===== src/design/shamd_pkg.sv =====
package shamd_pkg;

   // Depth of the queue between the front end and the hash engine.
   localparam int QUEUE_DEPTH = 4;
   localparam int QPTR_W      = $clog2(QUEUE_DEPTH);
   localparam int QCNT_W      = QPTR_W + 1;

   // Round counter and byte fill widths.
   localparam int ROUND_W  = 7;
   localparam int FILL_W   = 6;
   localparam int COUNT_W  = 61;
   localparam int DIGEST_W = 160;

   typedef logic [31:0] word_type;
   typedef word_type [4:0] hash_type;
   typedef word_type [15:0] block_type;

   // One queued request after classification.
   typedef struct packed {
      logic [7:0] msg_byte;
      logic       byte_present;
      logic       end_of_message;
   } entry_type;

   localparam word_type K_00_19 = 32'h5A827999;
   localparam word_type K_20_39 = 32'h6ED9EBA1;
   localparam word_type K_40_59 = 32'h8F1BBCDC;
   localparam word_type K_60_79 = 32'hCA62C1D6;

   // Word 0 of the hash sits in the lowest bits.
   localparam hash_type INIT_HASH = {32'hC3D2E1F0, 32'h10325476, 32'h98BADCFE,
                                     32'hEFCDAB89, 32'h67452301};

   localparam logic [7:0]        PAD_BYTE   = 8'h80;
   localparam logic [FILL_W-1:0] LAST_POS   = 6'd63;
   localparam logic [FILL_W-1:0] LENGTH_POS = 6'd56;
   localparam logic [ROUND_W-1:0] LAST_ROUND = 7'd79;

   // Round constant for a given round number.
   function automatic word_type round_k(input logic [ROUND_W-1:0] r);
      word_type k;
      if (r < 7'd20) begin
         k = K_00_19;
      end else if (r < 7'd40) begin
         k = K_20_39;
      end else if (r < 7'd60) begin
         k = K_40_59;
      end else begin
         k = K_60_79;
      end
      return k;
   endfunction

   // Boolean round function: choose, parity, majority, parity.
   function automatic word_type round_f(input logic [ROUND_W-1:0] r,
                                        input word_type b, input word_type c,
                                        input word_type d);
      word_type f;
      if (r < 7'd20) begin
         f = (b & c) | (~b & d);
      end else if (r < 7'd40) begin
         f = b ^ c ^ d;
      end else if (r < 7'd60) begin
         f = (b & c) | (b & d) | (c & d);
      end else begin
         f = b ^ c ^ d;
      end
      return f;
   endfunction

endpackage


===== src/design/sha1_message_digest.sv =====
// Channel   Direction  Handshake              Payload
// req       in         req_tvalid/req_tready  tdata msg_byte, tuser byte_present, tlast end
// rsp       out        rsp_tvalid/rsp_tready  tdata digest words 0..4, word 0 lowest
//
// Each message byte is shifted into the block by the hash engine; a full 64-byte block then
// runs the rounds (S_ROUND) and the chaining update (S_ADD) on the single shared round unit.
// Finishing a message shifts padding bytes in up to the block end and runs one or two
// more compressions before the digest is registered.
// A four-entry request queue lets requests arrive while the rounds run.
// Reset is synchronous and active high; it restores the initial chaining value.
// A stalled digest holds only the engine; queued requests still enter.
module sha1_message_digest (
   input  logic         clock,
   input  logic         reset,
   input  logic         req_tvalid,
   output logic         req_tready,
   input  logic [7:0]   req_tdata,   // [7:0] msg_byte
   input  logic         req_tuser,   // [0] byte_present
   input  logic         req_tlast,
   output logic         rsp_tvalid,
   input  logic         rsp_tready,
   output logic [159:0] rsp_tdata    // [31:0] word0, [63:32] word1, ... [159:128] word4
);
   import shamd_pkg::*;

   logic      q_valid;
   logic      q_pop;
   entry_type q_entry;

   // Intake and classification of requests.
   shamd_front u_front (
      .clock      (clock),
      .reset      (reset),
      .req_tvalid (req_tvalid),
      .req_tready (req_tready),
      .req_tdata  (req_tdata),
      .req_tuser  (req_tuser),
      .req_tlast  (req_tlast),
      .q_valid    (q_valid),
      .q_entry    (q_entry),
      .q_pop      (q_pop)
   );

   // Padding, compression and digest output.
   shamd_core u_core (
      .clock      (clock),
      .reset      (reset),
      .q_valid    (q_valid),
      .q_entry    (q_entry),
      .q_pop      (q_pop),
      .rsp_tvalid (rsp_tvalid),
      .rsp_tready (rsp_tready),
      .rsp_tdata  (rsp_tdata)
   );

endmodule


===== src/design/shamd_front.sv =====
module shamd_front (
   input  logic                  clock,
   input  logic                  reset,
   input  logic                  req_tvalid,
   output logic                  req_tready,
   input  logic [7:0]            req_tdata,  // [7:0] msg_byte
   input  logic                  req_tuser,  // [0] byte_present
   input  logic                  req_tlast,
   output logic                  q_valid,
   output shamd_pkg::entry_type  q_entry,
   input  logic                  q_pop
);
   import shamd_pkg::*;

   entry_type          mem_ff [QUEUE_DEPTH];
   logic [QPTR_W-1:0]  wr_ptr_ff, wr_ptr_in;
   logic [QPTR_W-1:0]  rd_ptr_ff, rd_ptr_in;
   logic [QCNT_W-1:0]  count_ff, count_in;
   logic               push;
   logic               keep;

   // A request with neither a byte nor an end mark changes nothing and is dropped.
   assign keep       = req_tuser | req_tlast;
   assign req_tready = (count_ff != QCNT_W'(QUEUE_DEPTH));
   assign push       = req_tvalid & req_tready & keep;

   assign q_valid = (count_ff != '0);
   assign q_entry = mem_ff[rd_ptr_ff];

   // Pointer and occupancy update.
   always_comb begin
      wr_ptr_in = wr_ptr_ff;
      rd_ptr_in = rd_ptr_ff;
      count_in  = count_ff;
      if (push) begin
         wr_ptr_in = wr_ptr_ff + QPTR_W'(1);
      end
      if (q_pop) begin
         rd_ptr_in = rd_ptr_ff + QPTR_W'(1);
      end
      if (push && !q_pop) begin
         count_in = count_ff + QCNT_W'(1);
      end else if (!push && q_pop) begin
         count_in = count_ff - QCNT_W'(1);
      end
   end

   always_ff @(posedge clock) begin
      if (reset) begin
         wr_ptr_ff <= '0;
         rd_ptr_ff <= '0;
         count_ff  <= '0;
      end else begin
         wr_ptr_ff <= wr_ptr_in;
         rd_ptr_ff <= rd_ptr_in;
         count_ff  <= count_in;
      end
   end

   // Queue storage.
   always_ff @(posedge clock) begin
      if (push) begin
         mem_ff[wr_ptr_ff] <= '{msg_byte: req_tdata, byte_present: req_tuser,
                                end_of_message: req_tlast};
      end
   end

`ifndef SYNTH
   a_count_bound: assert property (@(posedge clock) disable iff (reset)
      count_ff <= QCNT_W'(QUEUE_DEPTH))
      else $error("queue occupancy exceeds depth");

   a_no_pop_empty: assert property (@(posedge clock) disable iff (reset)
      q_pop |-> q_valid)
      else $error("queue popped while empty");

   a_full_stalls: assert property (@(posedge clock) disable iff (reset)
      (count_ff == QCNT_W'(QUEUE_DEPTH)) && !q_pop |=> !req_tready)
      else $error("full queue did not stall requests");
`endif

endmodule


===== src/design/shamd_core.sv =====
module shamd_core (
   input  logic                        clock,
   input  logic                        reset,
   input  logic                        q_valid,
   input  shamd_pkg::entry_type        q_entry,
   output logic                        q_pop,
   output logic                        rsp_tvalid,
   input  logic                        rsp_tready,
   output logic [shamd_pkg::DIGEST_W-1:0] rsp_tdata
);
   import shamd_pkg::*;

   localparam logic [2:0] S_IDLE     = 3'd0;
   localparam logic [2:0] S_PAD_80   = 3'd1;
   localparam logic [2:0] S_PAD_ZERO = 3'd2;
   localparam logic [2:0] S_PAD_LEN  = 3'd3;
   localparam logic [2:0] S_ROUND    = 3'd4;
   localparam logic [2:0] S_ADD      = 3'd5;
   localparam logic [2:0] S_OUT      = 3'd6;

   logic [2:0]          state_ff, state_in;
   logic [2:0]          ret_ff, ret_in;
   logic [ROUND_W-1:0]  round_ff, round_in;
   logic [FILL_W-1:0]   fill_ff, fill_in;
   logic [COUNT_W-1:0]  count_ff, count_in;
   hash_type            chain_ff, chain_in;
   hash_type            work_ff, work_in;
   block_type           w_ff, w_in;
   logic                rsp_valid_ff, rsp_valid_in;
   hash_type            rsp_data_ff, rsp_data_in;
   logic [63:0]         bit_length;
   logic [7:0]          length_byte;
   word_type            temp;
   word_type            next_w;

   // Shift one byte into the bottom of the block; the first byte ends up most significant.
   function automatic block_type shift_byte(input block_type w, input logic [7:0] b);
      block_type r;
      for (int j = 0; j < 15; j++) begin
         r[j] = {w[j][23:0], w[j+1][31:24]};
      end
      r[15] = {w[15][23:0], b};
      return r;
   endfunction

   assign rsp_tvalid = rsp_valid_ff;
   assign rsp_tdata  = rsp_data_ff;

   // Length field bytes, most significant first.
   assign bit_length  = {count_ff, 3'b000};
   assign length_byte = bit_length[{~fill_ff[2:0], 3'b000} +: 8];

   // One compression round and the message schedule word for sixteen rounds ahead.
   assign temp = {work_ff[0][26:0], work_ff[0][31:27]}
               + round_f(round_ff, work_ff[1], work_ff[2], work_ff[3])
               + work_ff[4] + round_k(round_ff) + w_ff[0];
   assign next_w = {w_ff[13] ^ w_ff[8] ^ w_ff[2] ^ w_ff[0]} << 1
                 | {31'd0, w_ff[13][31] ^ w_ff[8][31] ^ w_ff[2][31] ^ w_ff[0][31]};

   // Sequencer: byte intake, padding, rounds, chaining update, digest output.
   always_comb begin
      state_in     = state_ff;
      ret_in       = ret_ff;
      round_in     = round_ff;
      fill_in      = fill_ff;
      count_in     = count_ff;
      chain_in     = chain_ff;
      work_in      = work_ff;
      w_in         = w_ff;
      rsp_valid_in = rsp_valid_ff & ~rsp_tready;
      rsp_data_in  = rsp_data_ff;
      q_pop        = 1'b0;
      unique case (state_ff)
         S_IDLE: begin
            if (q_valid) begin
               q_pop = 1'b1;
               if (q_entry.byte_present) begin
                  w_in     = shift_byte(w_ff, q_entry.msg_byte);
                  fill_in  = fill_ff + FILL_W'(1);
                  count_in = count_ff + COUNT_W'(1);
                  if (fill_ff == LAST_POS) begin
                     state_in = S_ROUND;
                     ret_in   = q_entry.end_of_message ? S_PAD_80 : S_IDLE;
                     work_in  = chain_ff;
                  end else if (q_entry.end_of_message) begin
                     state_in = S_PAD_80;
                  end
               end else if (q_entry.end_of_message) begin
                  state_in = S_PAD_80;
               end
            end
         end
         S_PAD_80: begin
            w_in    = shift_byte(w_ff, PAD_BYTE);
            fill_in = fill_ff + FILL_W'(1);
            if (fill_ff == LAST_POS) begin
               state_in = S_ROUND;
               ret_in   = S_PAD_ZERO;
               work_in  = chain_ff;
            end else begin
               state_in = S_PAD_ZERO;
            end
         end
         S_PAD_ZERO: begin
            if (fill_ff == LENGTH_POS) begin
               state_in = S_PAD_LEN;
            end else begin
               w_in    = shift_byte(w_ff, 8'h00);
               fill_in = fill_ff + FILL_W'(1);
               if (fill_ff == LAST_POS) begin
                  state_in = S_ROUND;
                  ret_in   = S_PAD_ZERO;
                  work_in  = chain_ff;
               end
            end
         end
         S_PAD_LEN: begin
            w_in    = shift_byte(w_ff, length_byte);
            fill_in = fill_ff + FILL_W'(1);
            if (fill_ff == LAST_POS) begin
               state_in = S_ROUND;
               ret_in   = S_OUT;
               work_in  = chain_ff;
            end
         end
         S_ROUND: begin
            work_in[0] = temp;
            work_in[1] = work_ff[0];
            work_in[2] = {work_ff[1][1:0], work_ff[1][31:2]};
            work_in[3] = work_ff[2];
            work_in[4] = work_ff[3];
            for (int j = 0; j < 15; j++) begin
               w_in[j] = w_ff[j+1];
            end
            w_in[15] = next_w;
            if (round_ff == LAST_ROUND) begin
               round_in = '0;
               state_in = S_ADD;
            end else begin
               round_in = round_ff + ROUND_W'(1);
            end
         end
         S_ADD: begin
            for (int j = 0; j < 5; j++) begin
               chain_in[j] = chain_ff[j] + work_ff[j];
            end
            state_in = ret_ff;
         end
         S_OUT: begin
            if (!rsp_valid_ff || rsp_tready) begin
               rsp_valid_in = 1'b1;
               rsp_data_in  = chain_ff;
               chain_in     = INIT_HASH;
               count_in     = '0;
               state_in     = S_IDLE;
            end
         end
         default: begin
            state_in = S_IDLE;
         end
      endcase
   end

   // Control state and chaining value.
   always_ff @(posedge clock) begin
      if (reset) begin
         state_ff     <= S_IDLE;
         ret_ff       <= S_IDLE;
         round_ff     <= '0;
         fill_ff      <= '0;
         count_ff     <= '0;
         chain_ff     <= INIT_HASH;
         rsp_valid_ff <= 1'b0;
      end else begin
         state_ff     <= state_in;
         ret_ff       <= ret_in;
         round_ff     <= round_in;
         fill_ff      <= fill_in;
         count_ff     <= count_in;
         chain_ff     <= chain_in;
         rsp_valid_ff <= rsp_valid_in;
      end
   end

   // Block buffer, working variables and output data.
   always_ff @(posedge clock) begin
      work_ff     <= work_in;
      w_ff        <= w_in;
      rsp_data_ff <= rsp_data_in;
   end

`ifndef SYNTH
   a_round_idle: assert property (@(posedge clock) disable iff (reset)
      state_ff != S_ROUND |-> round_ff == '0)
      else $error("round counter running outside the rounds");

   a_block_full: assert property (@(posedge clock) disable iff (reset)
      state_ff == S_ADD |-> fill_ff == '0)
      else $error("chaining update with a partly filled block");

   a_pop_idle: assert property (@(posedge clock) disable iff (reset)
      q_pop |-> (state_ff == S_IDLE) && q_valid)
      else $error("queue popped while the engine is busy");

   a_len_pos: assert property (@(posedge clock) disable iff (reset)
      state_ff == S_PAD_LEN |-> fill_ff[5:3] == 3'b111)
      else $error("length field placed outside the last eight bytes");

   a_digest_out: assert property (@(posedge clock) disable iff (reset)
      (state_ff == S_OUT) && (!rsp_valid_ff || rsp_tready) |=> rsp_tvalid)
      else $error("digest not presented");
`endif

endmodule


===== config.mk =====
export PLATFORM = sky130hd
export DESIGN_NAME = sha1_message_digest
export DESIGN_NICKNAME = d
export VERILOG_FILES = /design/src/design/shamd_pkg.sv /design/src/design/sha1_message_digest.sv /design/src/design/shamd_front.sv /design/src/design/shamd_core.sv
export SDC_FILE = /design/constraint.sdc
export NUM_CORES = 2
export LEC_CHECK = 0
export ABC_AREA = 1
export BUFFER_PORTS_ARGS = -buffer_cell sky130_fd_sc_hd__buf_2
export CAP_MARGIN = 20
export CORE_ASPECT_RATIO = 1.2
export CORE_MARGIN = 2
export CORE_UTILIZATION = 53
export CTS_CLUSTER_SIZE = 28
export DETAILED_ROUTE_END_ITERATION = 6
export PLACE_DENSITY = 0.69
export SLEW_MARGIN = 20
export SYNTH_ARGS = -nofsm -noshare
export SYNTH_HDL_FRONTEND = slang
export SYNTH_SLANG_ARGS = --single-unit
export TNS_END_PERCENT = 100

===== constraint.sdc =====
create_clock -name clock -period 15.6 [get_ports clock]
set_input_delay 3.12 -clock clock [delete_from_list [all_inputs] [get_ports clock]]
set_output_delay 3.12 -clock clock [all_outputs]
set_load 0.01 [all_outputs]

==> flow_metrics.py <==
metrics = {
    "yosys": {
        "synth_mux_area_frac": 0,
        "synth-compound-area-share": 0.0998,
        "synth_top_family_by_area": "simple AND/OR/NAND/NOR gates",
        "synth_cell_types": 50,
        "ys_seq_area_frac": 0.486,
        "synth_area_per_cell_sq_um": 8.21,
        "synth-main-ff-cell": "edfxtp_1",
        "yosys.area_share.simple": 0.235,
        "synth_edf_count": 872,
        "synth_area_sq_mm": 0.0642,
        "synth-xor-area-share": 0.0184,
        "yosysWarnings": 0,
        "synthCells": 7809,
        "syn_nets": 8177,
        "synth-seq-cells": 1122,
        "synth_fa_ha_area_frac": 0.0837,
        "async_flop_share": 0,
    },
    "placement": {
        "placedCellCount": 9322,
        "io_buffers": 175,
        "dp_hpwl_mm": 154,
        "place_worst_setup_slack_ns": 9.38,
        "globalplace.congestion": 1.01,
    },
    "clock_network": {
        "cts_tree": "built",
        "clk_pin_slew_ns": 0.06,
        "clock-sinks": 1122,
        "cts-root-buf": "clkbuf_16",
        "ctsResizeCount": 0,
        "cts_setup_buffers": 0,
        "cts_max_path_buffers": 3,
        "hold_buffers": 0,
        "clkLatencyLatePin_ns": 0.76,
        "htreeDepth": 3,
        "cts_buffers": 112,
    },
    "grt": {
        "grt_max_degree": 129,
        "track_usage": 0.331,
        "antenna_found_initial": 5,
        "grt_pass1_vias": 51300,
        "overflow": 0,
        "grt_pass1_wl_mm": 309,
    },
    "routing": {
        "drt_first_pass_iters": 7,
        "dr.first_iter.drc_count": 5181,
        "drc": 1,
        "wire_per_inst_um": 21.7,
        "finalWirelength_mm": 207,
        "num_vias": 53500,
        "ant_nets": 0,
        "viasPerCell": 5.61,
    },
    "critical_path": {
        "endpoint": "u_core.work_ff[29]",
        "cp-end-kind": "flop",
        "crit_family": "adder cells",
        "worst-path-stages": 18,
        "r2r-end": "u_core.work_ff[29]",
        "critical_path.cell_chain": "nand2_1 -> nand3_1 -> clkinv_1 -> nor2_1 -> fa_1 -> fa_1 -> inv_1 -> fa_1 -> inv_1 -> ha_1 -> a21oi_1 -> o21ai_0 -> nor2_1 -> inv_1 -> a21oi_1 -> nand3_1 -> nand2_1 -> o21ai_0",
        "slowest_delay_ns": 0.79,
        "crit_slowest_cell": "clkinv_1",
        "path_max_fanout": 19,
        "critPathBufInv": 4,
        "cp-startpoint": "u_core.round_ff[4]",
        "required_ns": 16.09,
        "arrival_ns": 6.72,
        "reg2reg_depth": 18,
        "timing.rr.start": "u_core.round_ff[4]",
        "r2r_slack_ns": 9.37,
        "cp-start-kind": "flop",
        "worstSetupPathType": "flop to flop",
    },
    "power": {
        "p_int_mw": 7.42,
        "pwr-share-comb": 0.321,
        "leakage_nw": 31.3,
        "p_total_mw": 11.9,
        "seqPwrFrac": 0.436,
        "power_frac_clock": 0.243,
        "peakVddDrop_mv": 0.391,
        "switching_share": 0.379,
        "power.switching_mw": 4.53,
        "power_density_mw_per_mm2": 170,
    },
    "timing": {
        "fmax_mhz": 161,
        "fin_crit_ns": 6.23,
        "setup_violations": 0,
        "worst_slack_ns": 9.37,
        "fin_setup_tns_ns": 0,
        "rsz0062_at_grt": "false",
        "slew_headroom": 0.245,
        "finalHoldViolCount": 0,
        "slew_violations": 0,
        "hold_slack_ns": 0.471,
        "tightestPinTransition_ns": 1.13,
        "fin_skew_ns": 0.0364,
        "finalCritPeriodShare": 0.399,
    },
    "floorplanning": {
        "pin_count": 176,
        "initial_core_util": 0.535,
        "dieArea_sq_mm": 0.124,
        "die_h_um": 385,
        "rows": 139,
        "coreArea_sq_mm": 0.120,
        "chipWidth_um": 322,
    },
    "cells_and_area": {
        "syn2layout_area_growth_pct": 9.44,
        "instances_no_fill": 9536,
        "drive_above_1_share": 0.0556,
        "layout.nets": 8255,
    },
    "hold_path": {
        "hold_class": "flop to flop",
    },
    "outcome": {
        "status": "finished with violations",
        "failed_checks": "DRC",
    },
    "run": {
        "maxCapViolCount": 0,
    },
}
[cell usage after synthesis (4+ instances only)]
cell type	count	area, sq um
nand2_1	2583	9700
inv_1	1009	3790
edfxtp_1	872	26200
o21ai_0	643	3220
nor2_1	469	1760
a21oi_1	406	2030
nand3_1	385	1930
dfxtp_1	250	5000
ha_1	229	2870
clkbuf_1	135	507
fa_1	125	2500
nand4_1	117	732
buf_2	103	515
xor2_1	95	832
nor3_1	90	450
o22ai_1	40	250
xnor2_1	40	350
o21bai_1	37	278
o211ai_1	21	158
nand3b_1	15	113
o221ai_1	15	131
and2_1	12	75.1
inv_2	11	41.3
buf_1	9	33.8
nor4_1	9	56.3
o21ai_1	9	45.0
or2_2	9	56.3
o21a_1	8	60.1
a21o_1	7	52.6
nor2_2	6	37.5
a31oi_1	5	31.3
buf_4	5	37.5
nor3b_1	5	37.5
o2111ai_1	5	43.8
a211oi_1	4	30.0
[how the worst min path moves through the flow]
stage                    startpoint                    to  depth (start not counted)
2_1_floorplan    u_core.count_ff[2]    u_core.count_ff[2]                          1
3_3_place_gp   u_front.rd_ptr_ff[1]                  flop                          2
3_5_place_dp   u_front.rd_ptr_ff[1]  u_front.rd_ptr_ff[1]                          2
4_1_cts        u_front.rd_ptr_ff[1]                  flop                          2
5_1_grt          u_core.count_ff[2]    u_core.count_ff[2]                          1
6_report       u_front.rd_ptr_ff[1]                  flop                          2
[placed cells by master, fill, tap and decap left out, drive strengths merged, types with 3 or more instances in the layout]
cell      count
a22oi         3
bufinv       18
dfxtp       250
o22ai        40
o21bai       37
clkbuf      130
clkinvlp     14
edfxtp      872
o211ai       21
ha          229
a31oi         5
a21o          7
nand2      2586
xnor2        40
nor3b         7
o21ai       652
and2         13
o221ai       15
inv        1022
o2111ai       5
xor2         95
nor2        477
a211oi        4
a21oi       407
nand3       385
o21a          8
nor3         93
fa          125
nor4          9
nand4       117
clkinv       50
nand3b       15
or2           9
buf         217
[final cells by class]
class / instances / area, sq um
inverter: 1023 / 3860
tap: 1551 / 1940
fill: 10900 / 49600
multi-input combinational: 5411 / 28000
clock inverter: 81 / 1020
sequential: 1122 / 31200
antenna: 1 / 2.50
clock buffer: 130 / 2920
timing repair buffer: 217 / 1230
[power groups by stage]
stage	combinational [mW]	sequential, mW	clock [mW]
3_3_place_gp	3.76	5.26	0
3_5_place_dp	3.80	5.27	0
6_report	3.83	5.21	2.91
2_1_floorplan	2.37	5.15	0
4_1_cts	3.83	5.22	2.95
5_1_grt	4.32	5.30	3.06
[worst register-to-register path, stage by stage, from the launching register on]
cell      delay [ns]
dfxtp_1         0.44
nand2_1         0.13
nand3_1         0.63
clkinv_1        0.80
nor2_1          0.68
fa_1            0.54
fa_1            0.49
inv_1           0.05
fa_1            0.48
inv_1           0.05
ha_1            0.38
a21oi_1         0.34
o21ai_0         0.23
nor2_1          0.22
inv_1           0.07
a21oi_1         0.16
nand3_1         0.10
nand2_1         0.07
o21ai_0         0.10
[state kept, by name, indices dropped and copies added (netlist names), named ones only]
register / flops
u_core.rsp_tdata: 160
u_core.round_ff: 7
u_core.work_ff: 160
u_core.count_ff: 61
u_core.fill_ff: 6
u_core.chain_ff: 160
u_front.wr_ptr_ff: 2
u_core.state_ff: 3
u_front.rd_ptr_ff: 2
u_core.w_ff: 512
u_front.count_ff: 3
u_core.ret_ff: 3
u_front.mem_ff: 40
u_core.rsp_tvalid: 1
[per-stage QoR]
stage	instance area [sq um]	utilization
after CTS	70200	0.585
after floorplan	64200	-
final	70200	0.586
after global routing	70200	0.586
after detailed placement	66200	0.553
after global placement	66200	0.553
[per-layer routing]
metal	up-vias	global-route usage	share of wire	routed length [um]
li1	25800	-	-	-
met1	25300	0.397	0.38	79300
met2	1942	0.561	0.48	99000
met3	539	0.0490	0.065	13500
met4	2	0.211	0.072	14900
met5	-	0	0.000053	11
[cells by family after synthesis]
logic type                 after synthesis
adders and majority gates              354
and+or+nand+nor                       3714
xor gates and xnor gates               135
buffers and inverters                 1276
DFF                                   1122
AOI/OAI and AO/OA                     1208
No activity file was read; power rests on OpenSTA's default activity.
